[config.mk]
export PLATFORM = sky130hd
export DESIGN_NAME = ecpri_iq_packet_filter_core
export DESIGN_NICKNAME = d
export VERILOG_FILES = /design/src/sv/eipf_pkg.sv /design/src/sv/eipf_cfg_regs.sv /design/src/sv/eipf_parser.sv /design/src/sv/eipf_out_stage.sv /design/src/sv/ecpri_iq_packet_filter_core.sv
export SDC_FILE = /design/constraint.sdc
export NUM_CORES = 1
export LEC_CHECK = 0
export ABC_AREA = 1
export BUFFER_PORTS_ARGS = -buffer_cell sky130_fd_sc_hd__buf_2
export CORE_MARGIN = 5
export CORE_UTILIZATION = 35
export DETAILED_ROUTE_END_ITERATION = 6
export GPL_TIMING_DRIVEN = 0
export SETUP_SLACK_MARGIN = 0.02
export SKIP_LAST_GASP = 1
export SLEW_MARGIN = 30
export SYNTH_ARGS = -nofsm -noshare
export SYNTH_HDL_FRONTEND = slang
export SYNTH_HIERARCHICAL = 1
export SYNTH_SLANG_ARGS = --single-unit
[constraint.sdc]
create_clock -name clk -period 40.4 [get_ports clk]
set_input_delay 8.08 -clock clk [delete_from_list [all_inputs] [get_ports clk]]
set_output_delay 8.08 -clock clk [all_outputs]
set_load 0.005 [all_outputs]
[src/sv/eipf_pkg.sv]
// ----------------------------------------------------------------------------
// eipf_pkg
// Shared types, register map, frame offsets and codes for the eCPRI IQ packet
// filter.
// ----------------------------------------------------------------------------
package eipf_pkg;

  localparam int unsigned PAYLOAD_MAX = 4096;
  localparam int unsigned COUNT_LIMIT = 8191;
  localparam int unsigned COPY_CAP    = (PAYLOAD_MAX < COUNT_LIMIT) ? PAYLOAD_MAX : COUNT_LIMIT;
  localparam int unsigned PAY_CNT_W   = 13;

  localparam logic [15:0] ETYPE_ECPRI = 16'hAEFE;
  localparam logic [15:0] ETYPE_VLAN  = 16'h8100;
  localparam logic [8:0]  PRB_FULL    = 9'd273;

  localparam logic [15:0] OFS_ETYPE     = 16'd14;
  localparam logic [15:0] OFS_INNER     = 16'd18;
  localparam logic [15:0] OFS_ECPRI_END = 16'd22;
  localparam logic [15:0] OFS_APP_END   = 16'd26;
  localparam logic [15:0] OFS_PAYLOAD   = 16'd32;
  localparam logic [15:0] VLAN_LEN      = 16'd4;
  localparam logic [15:0] OFS_MAX       = 16'hFFFF;

  localparam int unsigned REG_ADDR_W = 5;
  localparam int unsigned REG_IDX_W  = 3;

  localparam logic [REG_IDX_W-1:0] REG_SAMPLE_PERIOD      = 3'd0;
  localparam logic [REG_IDX_W-1:0] REG_EXPECTED_PRB_COUNT = 3'd1;
  localparam logic [REG_IDX_W-1:0] REG_SLOT_TARGET        = 3'd2;
  localparam logic [REG_IDX_W-1:0] REG_TARGET_SYMBOL      = 3'd3;
  localparam logic [REG_IDX_W-1:0] REG_MIN_SYMBOL         = 3'd4;
  localparam logic [REG_IDX_W-1:0] REG_EAXC_TARGET        = 3'd5;
  localparam logic [REG_IDX_W-1:0] REG_SLOTS_PER_SF       = 3'd6;

  localparam logic [1:0] KIND_META    = 2'd0;
  localparam logic [1:0] KIND_PAYLOAD = 2'd1;
  localparam logic [1:0] KIND_END     = 2'd2;

  localparam logic [1:0] STAT_CAPTURED  = 2'd0;
  localparam logic [1:0] STAT_DROPPED   = 2'd1;
  localparam logic [1:0] STAT_MALFORMED = 2'd2;

  localparam int unsigned NUM_SLOTS = 3;

  typedef enum logic [3:0] {
    V_PARSING   = 4'b0001,
    V_CAPTURING = 4'b0010,
    V_DROPPED   = 4'b0100,
    V_MALFORMED = 4'b1000
  } verdict_t;

  typedef struct packed {
    logic [7:0] packet_byte;
    logic       last_byte;
  } in_item_t;

  typedef struct packed {
    logic [1:0]  kind;
    logic [7:0]  frame_num;
    logic [3:0]  subframe_num;
    logic [5:0]  slot_num;
    logic [5:0]  symbol_num;
    logic [11:0] section_num;
    logic [9:0]  start_prb;
    logic [8:0]  prb_count;
    logic [3:0]  comp_meth;
    logic [3:0]  iq_bits;
    logic [12:0] data_value;
    logic [1:0]  status;
  } out_item_t;

  typedef struct packed {
    logic [15:0] sample_period;
    logic [8:0]  expected_prb_count;
    logic [7:0]  slot_target;
    logic [6:0]  target_symbol;
    logic [5:0]  min_symbol;
    logic [16:0] eaxc_target;
    logic [4:0]  slots_per_sf;
  } cfg_t;

  typedef struct packed {
    logic [NUM_SLOTS-1:0]            vld;
    out_item_t [NUM_SLOTS-1:0]       row;
  } bundle_t;

endpackage

[src/sv/eipf_cfg_regs.sv]
// ----------------------------------------------------------------------------
// eipf_cfg_regs
// APB-style register file holding the filter configuration.
// ----------------------------------------------------------------------------
module eipf_cfg_regs (
  input  logic                                clk,
  input  logic                                rst_n,
  input  logic                                psel,
  input  logic                                penable,
  input  logic                                pwrite,
  input  logic [eipf_pkg::REG_ADDR_W-1:0]     paddr,
  input  logic [31:0]                         pwdata,
  output logic [31:0]                         prdata,
  output logic                                pready,
  output eipf_pkg::cfg_t                      cfg
);
  import eipf_pkg::*;

  cfg_t                 cfg_r;
  cfg_t                 cfg_nxt;
  logic [REG_IDX_W-1:0] idx;
  logic                 wr_en;

  assign idx    = paddr[REG_ADDR_W-1:2];
  assign wr_en  = psel && penable && pwrite;
  assign pready = 1'b1;
  assign cfg    = cfg_r;

  always_comb begin
    cfg_nxt = cfg_r;
    if (wr_en) begin
      case (idx)
        REG_SAMPLE_PERIOD:      cfg_nxt.sample_period      = pwdata[15:0];
        REG_EXPECTED_PRB_COUNT: cfg_nxt.expected_prb_count = pwdata[8:0];
        REG_SLOT_TARGET:        cfg_nxt.slot_target        = pwdata[7:0];
        REG_TARGET_SYMBOL:      cfg_nxt.target_symbol      = pwdata[6:0];
        REG_MIN_SYMBOL:         cfg_nxt.min_symbol         = pwdata[5:0];
        REG_EAXC_TARGET:        cfg_nxt.eaxc_target        = pwdata[16:0];
        REG_SLOTS_PER_SF:       cfg_nxt.slots_per_sf       = pwdata[4:0];
        default:                cfg_nxt = cfg_r;
      endcase
    end
  end

  always_comb begin
    case (idx)
      REG_SAMPLE_PERIOD:      prdata = {16'd0, cfg_r.sample_period};
      REG_EXPECTED_PRB_COUNT: prdata = {23'd0, cfg_r.expected_prb_count};
      REG_SLOT_TARGET:        prdata = {24'd0, cfg_r.slot_target};
      REG_TARGET_SYMBOL:      prdata = {25'd0, cfg_r.target_symbol};
      REG_MIN_SYMBOL:         prdata = {26'd0, cfg_r.min_symbol};
      REG_EAXC_TARGET:        prdata = {15'd0, cfg_r.eaxc_target};
      REG_SLOTS_PER_SF:       prdata = {27'd0, cfg_r.slots_per_sf};
      default:                prdata = 32'd0;
    endcase
  end

  always_ff @(posedge clk) begin
    if (!rst_n) begin
      cfg_r.sample_period      <= 16'd0;
      cfg_r.expected_prb_count <= 9'd0;
      cfg_r.slot_target        <= 8'd19;
      cfg_r.target_symbol      <= 7'd13;
      cfg_r.min_symbol         <= 6'd0;
      cfg_r.eaxc_target        <= 17'h1FFFF;
      cfg_r.slots_per_sf       <= 5'd2;
    end else begin
      cfg_r <= cfg_nxt;
    end
  end

endmodule

[src/sv/eipf_parser.sv]
// ----------------------------------------------------------------------------
// eipf_parser
// Byte-serial header parser and filter; forms the results caused by one byte.
// ----------------------------------------------------------------------------
module eipf_parser (
  input  logic                clk,
  input  logic                rst_n,
  input  eipf_pkg::cfg_t      cfg,
  input  eipf_pkg::in_item_t  item,
  input  logic                take,
  output eipf_pkg::bundle_t   bundle
);
  import eipf_pkg::*;

  logic [15:0]          offset_r, offset_nxt;
  logic                 vlan_r, vlan_nxt, vlan_upd;
  logic [63:0]          latch_r, latch_nxt;
  verdict_t             verdict_r, verdict_nxt, verdict_upd;
  logic [15:0]          sample_r, sample_nxt, sample_inc;
  logic [PAY_CNT_W-1:0] pay_cnt_r, pay_cnt_nxt, pay_cnt_upd;

  logic [15:0] ofs_e_end;
  logic [15:0] ofs_a_end;
  logic [15:0] ofs_pay_cur;
  logic [15:0] ofs_pay;
  logic [9:0]  frame_slot;
  logic [8:0]  prbs;
  logic        meta_hit;
  logic        pay_hit;
  out_item_t   meta_row, pay_row, end_row;

  assign ofs_e_end   = OFS_ECPRI_END + (vlan_r ? VLAN_LEN : 16'd0);
  assign ofs_a_end   = OFS_APP_END + (vlan_r ? VLAN_LEN : 16'd0);
  assign ofs_pay_cur = OFS_PAYLOAD + (vlan_r ? VLAN_LEN : 16'd0);
  assign frame_slot  = 10'({6'd0, latch_r[15:12]} * {5'd0, cfg.slots_per_sf})
                       + {4'd0, latch_r[11:6]};
  assign prbs        = (latch_r[15:8] == 8'd0) ? PRB_FULL : {1'b0, latch_r[15:8]};
  assign sample_inc  = sample_r + 16'd1;

  always_comb begin
    vlan_upd    = vlan_r;
    verdict_upd = verdict_r;
    sample_nxt  = sample_r;
    if (verdict_r == V_PARSING) begin
      if (offset_r == OFS_ETYPE) begin
        if (latch_r[15:0] == ETYPE_VLAN) begin
          vlan_upd = 1'b1;
        end else if (latch_r[15:0] != ETYPE_ECPRI) begin
          verdict_upd = V_MALFORMED;
        end
      end else if (vlan_r && offset_r == OFS_INNER) begin
        if (latch_r[15:0] != ETYPE_ECPRI) begin
          verdict_upd = V_MALFORMED;
        end
      end else if (offset_r == ofs_e_end) begin
        if (latch_r[55:48] != 8'd0) begin
          verdict_upd = V_DROPPED;
        end else if (!cfg.eaxc_target[16] && latch_r[31:16] != cfg.eaxc_target[15:0]) begin
          verdict_upd = V_DROPPED;
        end
      end else if (offset_r == ofs_a_end) begin
        if (!cfg.slot_target[7] && frame_slot != {2'b0, cfg.slot_target}) begin
          verdict_upd = V_DROPPED;
        end else if (!cfg.target_symbol[6]) begin
          if (latch_r[5:0] != cfg.target_symbol[5:0]) begin
            verdict_upd = V_DROPPED;
          end
        end else if (latch_r[5:0] < cfg.min_symbol) begin
          verdict_upd = V_DROPPED;
        end
      end else if (offset_r == ofs_pay_cur) begin
        if (cfg.expected_prb_count != 9'd0 && prbs != cfg.expected_prb_count) begin
          verdict_upd = V_DROPPED;
        end else if (cfg.sample_period != 16'd0) begin
          if (sample_inc < cfg.sample_period) begin
            sample_nxt  = sample_inc;
            verdict_upd = V_DROPPED;
          end else begin
            sample_nxt  = 16'd0;
            verdict_upd = V_CAPTURING;
          end
        end else begin
          verdict_upd = V_CAPTURING;
        end
      end
    end
  end

  assign ofs_pay  = OFS_PAYLOAD + (vlan_upd ? VLAN_LEN : 16'd0);
  assign meta_hit = (verdict_r == V_PARSING) && (verdict_upd == V_CAPTURING)
                    && (offset_r == ofs_pay);
  assign pay_hit  = (verdict_upd == V_CAPTURING) && (offset_r >= ofs_pay)
                    && (pay_cnt_r < PAY_CNT_W'(COPY_CAP));
  assign pay_cnt_upd = pay_hit ? pay_cnt_r + PAY_CNT_W'(1) : pay_cnt_r;

  always_comb begin
    latch_nxt = latch_r;
    if (offset_r < ofs_pay - 16'd1) begin
      latch_nxt = {latch_r[55:0], item.packet_byte};
    end
    offset_nxt  = (offset_r != OFS_MAX) ? offset_r + 16'd1 : offset_r;
    vlan_nxt    = vlan_upd;
    verdict_nxt = verdict_upd;
    pay_cnt_nxt = pay_cnt_upd;
    if (item.last_byte) begin
      offset_nxt  = 16'd0;
      vlan_nxt    = 1'b0;
      verdict_nxt = V_PARSING;
      pay_cnt_nxt = '0;
    end
  end

  always_comb begin
    meta_row              = '0;
    meta_row.kind         = KIND_META;
    meta_row.frame_num    = latch_r[63:56];
    meta_row.subframe_num = latch_r[55:52];
    meta_row.slot_num     = latch_r[51:46];
    meta_row.symbol_num   = latch_r[45:40];
    meta_row.section_num  = latch_r[39:28];
    meta_row.start_prb    = latch_r[25:16];
    meta_row.prb_count    = prbs;
    meta_row.comp_meth    = latch_r[3:0];
    meta_row.iq_bits      = latch_r[7:4];

    pay_row            = '0;
    pay_row.kind       = KIND_PAYLOAD;
    pay_row.data_value = {5'd0, item.packet_byte};

    end_row      = '0;
    end_row.kind = KIND_END;
    case (verdict_upd)
      V_CAPTURING: begin
        end_row.status     = STAT_CAPTURED;
        end_row.data_value = pay_cnt_upd;
      end
      V_DROPPED:   end_row.status = STAT_DROPPED;
      default:     end_row.status = STAT_MALFORMED;
    endcase
  end

  assign bundle.vld = {item.last_byte, pay_hit, meta_hit};
  assign bundle.row = {end_row, pay_row, meta_row};

  always_ff @(posedge clk) begin
    if (!rst_n) begin
      offset_r  <= 16'd0;
      vlan_r    <= 1'b0;
      verdict_r <= V_PARSING;
      sample_r  <= 16'd0;
      pay_cnt_r <= '0;
    end else if (take) begin
      offset_r  <= offset_nxt;
      vlan_r    <= vlan_nxt;
      verdict_r <= verdict_nxt;
      sample_r  <= sample_nxt;
      pay_cnt_r <= pay_cnt_nxt;
    end
  end

  always_ff @(posedge clk) begin
    if (take) begin
      latch_r <= latch_nxt;
    end
  end

endmodule

[src/sv/eipf_out_stage.sv]
// ----------------------------------------------------------------------------
// eipf_out_stage
// Result register for up to three results of one byte, drained one per cycle as out_ready allows.
// ----------------------------------------------------------------------------
module eipf_out_stage (
  input  logic                clk,
  input  logic                rst_n,
  input  eipf_pkg::bundle_t   bundle,
  input  logic                load,
  input  logic                out_ready,
  output logic                out_valid,
  output eipf_pkg::out_item_t out_data,
  output logic                free
);
  import eipf_pkg::*;

  logic [NUM_SLOTS-1:0]      vld_r, vld_nxt;
  out_item_t [NUM_SLOTS-1:0] row_r;
  logic [NUM_SLOTS-1:0]      first;
  logic [NUM_SLOTS-1:0]      vld_left;
  logic                      fire;

  assign first     = vld_r & (~vld_r + NUM_SLOTS'(1));
  assign out_valid = |vld_r;
  assign fire      = out_valid && out_ready;
  assign vld_left  = fire ? (vld_r & ~first) : vld_r;
  assign free      = (vld_left == '0);
  assign vld_nxt   = load ? bundle.vld : vld_left;

  always_comb begin
    if (vld_r[0]) begin
      out_data = row_r[0];
    end else if (vld_r[1]) begin
      out_data = row_r[1];
    end else begin
      out_data = row_r[2];
    end
  end

  always_ff @(posedge clk) begin
    if (!rst_n) begin
      vld_r <= '0;
    end else begin
      vld_r <= vld_nxt;
    end
  end

  always_ff @(posedge clk) begin
    if (load) begin
      row_r <= bundle.row;
    end
  end

endmodule

[src/sv/ecpri_iq_packet_filter_core.sv]
// ----------------------------------------------------------------------------
// ecpri_iq_packet_filter_core
// Byte-serial eCPRI IQ-data frame filter with metadata and payload capture.
// ----------------------------------------------------------------------------
// The block takes frame bytes and shows a byte's first result in the next
// cycle. A byte with one result or none is taken every cycle with out_ready
// high; the first payload byte of a kept packet causes a metadata record and
// a payload byte, and a final byte adds an end status, so such a byte holds
// the input while its results leave the three-entry result register one per
// cycle as out_ready allows. The user must write configuration through the
// APB port only while no frame is in flight; the block does not enforce it.
module ecpri_iq_packet_filter_core (
  input  logic                            clk,
  input  logic                            rst_n,
  input  logic                            in_valid,
  output logic                            in_ready,
  input  eipf_pkg::in_item_t              in_data,
  output logic                            out_valid,
  input  logic                            out_ready,
  output eipf_pkg::out_item_t             out_data,
  input  logic                            psel,
  input  logic                            penable,
  input  logic                            pwrite,
  input  logic [eipf_pkg::REG_ADDR_W-1:0] paddr,
  input  logic [31:0]                     pwdata,
  output logic [31:0]                     prdata,
  output logic                            pready
);
  import eipf_pkg::*;

  cfg_t    cfg;
  bundle_t bundle;
  logic    take;
  logic    free;

  assign in_ready = free;
  assign take     = in_valid && in_ready;

  eipf_cfg_regs u_cfg (
    .clk     (clk),
    .rst_n   (rst_n),
    .psel    (psel),
    .penable (penable),
    .pwrite  (pwrite),
    .paddr   (paddr),
    .pwdata  (pwdata),
    .prdata  (prdata),
    .pready  (pready),
    .cfg     (cfg)
  );

  eipf_parser u_parser (
    .clk    (clk),
    .rst_n  (rst_n),
    .cfg    (cfg),
    .item   (in_data),
    .take   (take),
    .bundle (bundle)
  );

  eipf_out_stage u_out (
    .clk       (clk),
    .rst_n     (rst_n),
    .bundle    (bundle),
    .load      (take),
    .out_ready (out_ready),
    .out_valid (out_valid),
    .out_data  (out_data),
    .free      (free)
  );

  a_idle_accepts: assert property (@(posedge clk) disable iff (!rst_n)
    !out_valid |-> in_ready)
    else $error("input stalled with no result pending");

  a_end_follows_last: assert property (@(posedge clk) disable iff (!rst_n)
    (in_valid && in_ready && in_data.last_byte) |=> out_valid)
    else $error("final byte produced no end status");

  a_meta_prb_nonzero: assert property (@(posedge clk) disable iff (!rst_n)
    (out_valid && out_data.kind == KIND_META) |-> (out_data.prb_count != 9'd0))
    else $error("metadata record carries a zero PRB count");

endmodule
==> run metrics, run 1 <==
Synth Area in Adders 3.82%; fin util about 42%; clk_lat worst skew 0.61 ns; Reg-to-Reg Start u_parser/latch_r[15]$_DFFE_PP_; PwrDens 42.6 mW/mm2; Final GP Congestion 0.947; most frequent cells in the layout nand2_1, edfxtp_1, nor2_1; TritonCTS clock tree built; dpl hpwl 41.7 mm; yosys warns 6; RSZ-0062 raised after global routing no; Mapped Area 0.0218 mm2; Longest Clk Path Bufs 3; post-DR wirelength/cell 15.4 um; Max Freq 57.8 MHz; mux cell area share after synthesis 0%; initial antenna violation count 0; Leakage Power 11.3 nW; layout overhead on the synthesized area 19.0%; Hold Vio Cnt, Final 0; aggregate global routing overflow 0; Vias per Instance 4.51; non-filler cells, final 3580; Remaining DRCs 0; WHS Path Cells 0; vias in the first global route around 16000; post-synthesis simple-gate area fraction 20.0%; first-pass GRT wire length 86.2 mm; Die Wd roughly 260 um; DP Cell Count 3489; Max-Cap Viols 0; DR iter-0 viols 1191; num rows between 90 and 100; status complete, no violations; crit path DAT between 9 and 10 ns; CTS Root Cell clkbuf_16; CTS HTree Levels 2; CP Launch Type input pin; Crit path depth 8; post-CTS sizing 0; R2R cell count 25; Initial Util 35.4%; delay of the slowest critical-path stage 0.28 ns; setup tns final 0 ns; CORE AREA 0.0617 mm2; CP top delay family simple AND/OR/NAND/NOR gates; Seq/Total Area, Yosys 52.9%; vias post-DR 16137; Bufs and invs on worst path 3; skew final 0.0512 ns; largest net degree at the start of global routing 76; post-synthesis compound-gate area fraction 7.15%; Tmin final 17.29 ns; gr usage total 16.0%; die height roughly 260 um; layout cell share with drive strength beyond 1 22.0%; final worst setup slack approximately 23 ns; slowest CP cell buf_2; gate count of the mapped netlist 2338; Mapped Avg Cell Area 9.33 um2; commonest non-fill, non-tap cell in the layout nand2_1; fin nets 2817; Critical Path Sink Type output port; largest family of logic cells by synthesized area simple AND/OR/NAND/NOR gates; fin crit share 42.8%; Post-Place Setup Slack ~23 ns; critical path fanouts, max 10; die area between 0.06 and 0.07 mm2; total routed wirelength 55.2 mm; Ports ~170; cts-stage hold buffer count 0; post-CTS setup buffer count 0; Rel. slew slack 51.8%; Worst Hold Launch u_parser/latch_r[15]$_DFFE_PP_; clock slew at the register clock pins of the worst setup and hold paths 0.06 ns; HP Class reg -> reg; Synth cell types 53; Slew @ Worst Pin 0.723 ns; first-pass detailed-route iteration total 5; setup violators final 0; Tot Pwr 1.11 mW; Routed Antenna Nets 0; Post-Synth XOR/XNOR Area 1.73%; # clock sinks 425; Max Slew Vio Count 0; Worst Path Required approximately 32 ns; maximum vdd drop approximately 0.000034 V; Critical path origin paddr[2]; CTS Buf Count 50; port bufs between 100 and 150; number of synthesized register bits 425; worst setup path category in -> out; critical path, cell by cell buf_6 -> nor2_8 -> buf_2 -> nand3_1 -> nand2_1 -> nor2_1 -> nand2_1 -> buf_2
## flip-flops by register name, indices dropped and copies added (netlist names)
signal              count
u_out/row_r           240
u_cfg/cfg              68
u_parser/latch_r       64
u_parser/offset_r      16
u_parser/sample_r      16
u_parser/pay_cnt_r     13
u_parser/verdict_r      4
u_out/vld_r             3
u_parser/vlan_r         1
## power by group
part / total, mW / switching (mW) / internal (mW)
combinational: 0.139 / 0.0814 / 0.0575
sequential: 0.520 / 0.0147 / 0.505
clock: 0.448 / 0.182 / 0.266
## cells by family after synthesis
kind of cell / Yosys count
compound gates: 292
xor+xnor: 43
fa+ha+maj: 60
buf+inv: 531
flops: 425
other cells: 4
simple gates: 983
## stage by stage
stage / hold WS, ns / area [um2]
2_1_floorplan: 0.421 / 22400
3_3_place_gp: 0.423 / 24100
3_5_place_dp: 0.437 / 24300
4_1_cts: 0.440 / 26000
5_1_grt: 0.444 / 26000
6_report: 0.449 / 26000
## cell type report
type | instances | area, um2
diodes | 1 | 2.50
plain buffers | 326 | 2340
clock buffers | 63 | 1330
clock inverters | 27 | 317
fillers | 6101 | 35700
inverters | 205 | 787
multi-input cells | 1548 | 7780
flip-flops and latches | 425 | 11600
well taps | 837 | 1050
repair buffers | 148 | 808
## final timing paths
path / to / slack (ns)
worst min-delay path: u_parser/latch_r[23]$_DFFE_PP_ / 0.45
worst max register to register: u_out/row_r[165]$_DFFE_PP_ / 35.17
worst max-delay path: prdata[4] / 23.11
worst min register to register: u_parser/latch_r[23]$_DFFE_PP_ / 0.45
## metal layers
metal | routed length [um] | track usage, %
met1 | 24800 | 21.6
met4 | 1430 | 4.81
met3 | 2960 | 2.62
met5 | 0 | 0
met2 | 26000 | 26.8
## worst register-to-register path: cells and delay by family (launching register included)
family          cells  cell delay (ns)
simple gates       17             1.93
fa+ha+maj           4             1.93
buf+inv             3             0.56
flops               1             0.34
compound gates      1             0.17
## synthesized netlist by cell type, drive strengths merged
cell	instances	area share [%]
nand2	463	8.2
buf	307	10
edfxtp	304	42
nor2	283	5.5
a21oi	226	5.4
inv	204	3.6
nand3	140	3.5
dfxtp	121	11
nand4	53	1.5
o21ai	52	1.2
ha	49	2.8
xor2	25	1.0
nor4	21	0.63
clkbuf	19	0.33
xnor2	18	0.72
nor3	17	0.49
fa	11	1.0
conb	4	0.069
a211oi	3	0.10
o211a	3	0.14
nand3b	2	0.069
or2	2	0.057
a2111oi	1	0.040
a21o	1	0.034
a31oi	1	0.029
clkinv	1	0.017
nor3b	1	0.034
nor4b	1	0.040
o2111ai	1	0.069
o21a	1	0.034
o221ai	1	0.040
o22ai	1	0.029
o31ai	1	0.034
No activity file was read; power rests on OpenSTA's default activity.
==> inputs of run 2 (changes only) <==
ABC_AREA = 0   (was 1)
clock period = 16.6 ns   (was 40.4 ns; I/O delays follow)
==> run 2 against run 1 <==
  * Die area fell by 2.8%
  * Largest cell class unchanged
  * Power increased by 110%
  * Flip-flop and latch count unchanged
  * Clock-buffer cell count shrank 6
  * First-iteration DRC count down 25%
  * Largest power group unchanged
  * Critical path type unchanged
  * Clock skew is 0.028 ns lower
  * Routed wire length is 9.1% lower
  * Highest routed layer is now met5
  * Synthesized cell count down 20%
  * Setup slack got worse by 15 ns
==> run metrics, run 2 <==
status complete, no violations (unchanged); Worst Path Required 13.28 ns (was 32.32 ns); Post-synth EDFFs 304 (unchanged); Synth cell types 81 (was 53); CORE AREA 0.0601 mm2 (was 0.0617 mm2); gr usage total 14.9% (was 16.0%); PwrDens 93.5 mW/mm2 (was 42.6 mW/mm2); Max Freq 121 MHz; vias post-DR 14003 (was 16137); Final GP Congestion 0.891 (was 0.947); Ports 168 (unchanged); Longest Clk Path Bufs 3 (unchanged); post-DR wirelength/cell 16.5 um (was 15.4 um); crit path DAT 4.94 ns (was 9.21 ns); fin nets 2334 (was 2817); first-pass GRT wire length 78.3 mm (was 86.2 mm); most frequent cells in the layout edfxtp_1, buf_4, nand2_1 (was nand2_1, edfxtp_1, nor2_1); fin crit share approximately half; first-pass detailed-route iteration total 5 (unchanged); commonest non-fill, non-tap cell in the layout edfxtp_1 (was nand2_1); Max Slew Vio Count 0 (unchanged); Flop pwr share 51.8% (was 47.0%); CTS Root Cell clkbuf_16 (unchanged); Comb power frac 7.4% (was 12.6%); CTS Buf Count 45 (was 50); setup tns final 0 ns (unchanged); sw power 0.540 mW (was 0.278 mW); cts-stage hold buffer count 0 (unchanged); setup violators final 0 (unchanged); vias in the first global route 14066 (was 15786); Mapped Area 0.0212 mm2 (was 0.0218 mm2); critical path fanouts, max 10 (unchanged); worst setup path category in -> out (unchanged); Critical Path Sink Type output port (unchanged); CP Launch Type input pin (unchanged); dpl cell area 0.0236 mm2 (was 0.0243 mm2); Fillers 5752 (was 6101); TritonCTS clock tree built (unchanged); Most used DFF post-synth edfxtp_1 (unchanged); Bufs and invs on worst path 3 (unchanged); Yosys top cell by area edfxtp_1 (unchanged); yosys warns 6 (unchanged); part of the power in the clock network 40.7% (was 40.5%); CTS HTree Levels 2 (unchanged); slowest CP cell nor3b_1 (was buf_2); crit-path most repeated cell buf_2; RSZ-0062 raised after global routing no (unchanged); clk_lat worst skew 0.58 ns (was 0.61 ns); dpl hpwl 37.6 mm (was 41.7 mm); skew final 0.0232 ns (was 0.0512 ns); Mapped Avg Cell Area 11.4 um2 (was 9.33 um2); delay of the slowest critical-path stage 0.62 ns (was 0.28 ns); number of synthesized register bits 425 (unchanged); Slew @ Worst Pin 0.829 ns (was 0.723 ns); Tmin final just over 8 ns; initial antenna violation count 6 (was 0); Net Sw Frac 23.1% (was 25.1%); HP Class reg -> reg (unchanged); Tot Pwr 2.34 mW (was 1.11 mW); register with the most flip-flops u_out/row_r (unchanged); critical path, cell by cell buf_2 -> buf_2 -> nor3b_1 -> a22o_1 -> a211o_1 -> buf_2 (was buf_6 -> nor2_8 -> buf_2 -> nand3_1 -> nand2_1 -> nor2_1 -> nand2_1 -> buf_2); Routed Antenna Nets 0 (unchanged); maximum vdd drop 0.0000736 V (was 0.0000338 V); largest net degree at the start of global routing 52 (was 76); layout cell share with drive strength beyond 1 22.5% (was 22.0%); Async S/R FF share, synth 0% (unchanged); Seq/Total Area, Yosys 54.5% (was 52.9%); area share of the largest cell type after synthesis 43.1% (was 41.8%); Leakage Power 9.77 nW (was 11.3 nW); top area cells in the synthesized netlist edfxtp_1, dfxtp_1, buf_4 (unchanged); DR iter-0 viols 898 (was 1191); layout overhead on the synthesized area 18.3% (was 19.0%); WHS 0.448 ns (was 0.449 ns); Post-Place Setup Slack 8.41 ns (was 23.11 ns); die area 0.0655 mm2 (was 0.0674 mm2); max reg flops 240 (unchanged); most instantiated library cell after synthesis edfxtp_1 (was nand2_1); post-CTS setup buffer count 0 (unchanged); Max-Cap Viols 0 (unchanged); final worst setup slack 8.34 ns (was 23.11 ns); Rel. slew slack 44.2% (was 51.8%); Die Wd 256 um (was 260 um); Initial Util 35.2% (was 35.4%); total routed wirelength 50.2 mm (was 55.2 mm); # clock sinks 425 (unchanged); aggregate global routing overflow 0 (unchanged); Hold Vio Cnt, Final 0 (unchanged); Vias per Instance 4.60 (was 4.51); post-CTS sizing 0 (unchanged); Remaining DRCs 0 (unchanged); gate count of the mapped netlist 1862 (was 2338); clock slew at the register clock pins of the worst setup and hold paths 0.06 ns (about the same); CP top delay family simple AND/OR/NAND/NOR gates (unchanged); port bufs 133 (was 131); num rows 90 (was 91); die height 256 um (was 260 um); final non-filler cell area 0.0251 mm2 (was 0.0260 mm2); internal power 1.80 mW (was 0.828 mW); Post-synth top cells edfxtp_1, buf_4, nand2_1 (was nand2_1, edfxtp_1, nor2_1)
run 2: layout make-up:
| cell class | count | area (um2) | share of cell area, % |
|---|---|---|---|
| tap | 782 | 978 | 3.91 |
| antenna | 6 | 15.0 | 0.0599 |
| multi-input combinational | 1209 | 7720 | 30.8 |
| sequential | 425 | 11600 | 46.1 |
| inverter | 74 | 278 | 1.11 |
| clock inverter | 27 | 201 | 0.804 |
| timing repair buffer | 146 | 845 | 3.37 |
| buffer | 320 | 2280 | 9.08 |
| clock buffer | 57 | 1190 | 4.75 |
run 2: logic make-up after synthesis:
logic type,Yosys count,synth area share (%)
muxes,138,6.53
xor gates and xnor gates,76,3.14
AOI/OAI and AO/OA,290,8.77
adders and majority gates,61,3.98
buffers and inverters,394,12.1
and+or+nand+nor,474,10.9
other,4,0.0709
DFF,425,54.5
run 2: through the flow:
stage	cells	utilization, %
CTS	3040	41.6
finish	3046	41.7
floorplan	2028	-
global route	3042	41.7
global placement	2943	39.0
detailed placement	2956	39.3
run 2: final timing paths:
check                                 startpoint                        endpoint  slack (ns)  depth (start not counted)
setup / recovery                        paddr[4]                       prdata[0]        8.34                          6
hold / removal    u_parser/latch_r[15]$_DFFE_PP_  u_parser/latch_r[23]$_DFFE_PP_        0.45                          0
setup reg to reg  u_parser/latch_r[13]$_DFFE_PP_      u_out/row_r[173]$_DFFE_PP_       11.32                         17
hold reg to reg   u_parser/latch_r[15]$_DFFE_PP_  u_parser/latch_r[23]$_DFFE_PP_        0.45                          0
run 2: power groups by stage:
stage / clock (mW) / sequential, mW / combinational, mW
after CTS: 0.985 / 1.21 / 0.173
after global placement: 0 / 1.25 / 0.164
after detailed placement: 0 / 1.24 / 0.172
final: 0.954 / 1.21 / 0.174
after global routing: 1.03 / 1.22 / 0.193
after floorplan: 0 / 1.23 / 0.118
run 2: per-layer routing:
metal	wire, um	GRT usage [%]	part of all wire, %
met2	24900	25.5	50
met4	1320	4.89	2.6
met5	13	0	0.026
met1	21700	19.5	43
met3	2260	2.33	4.5
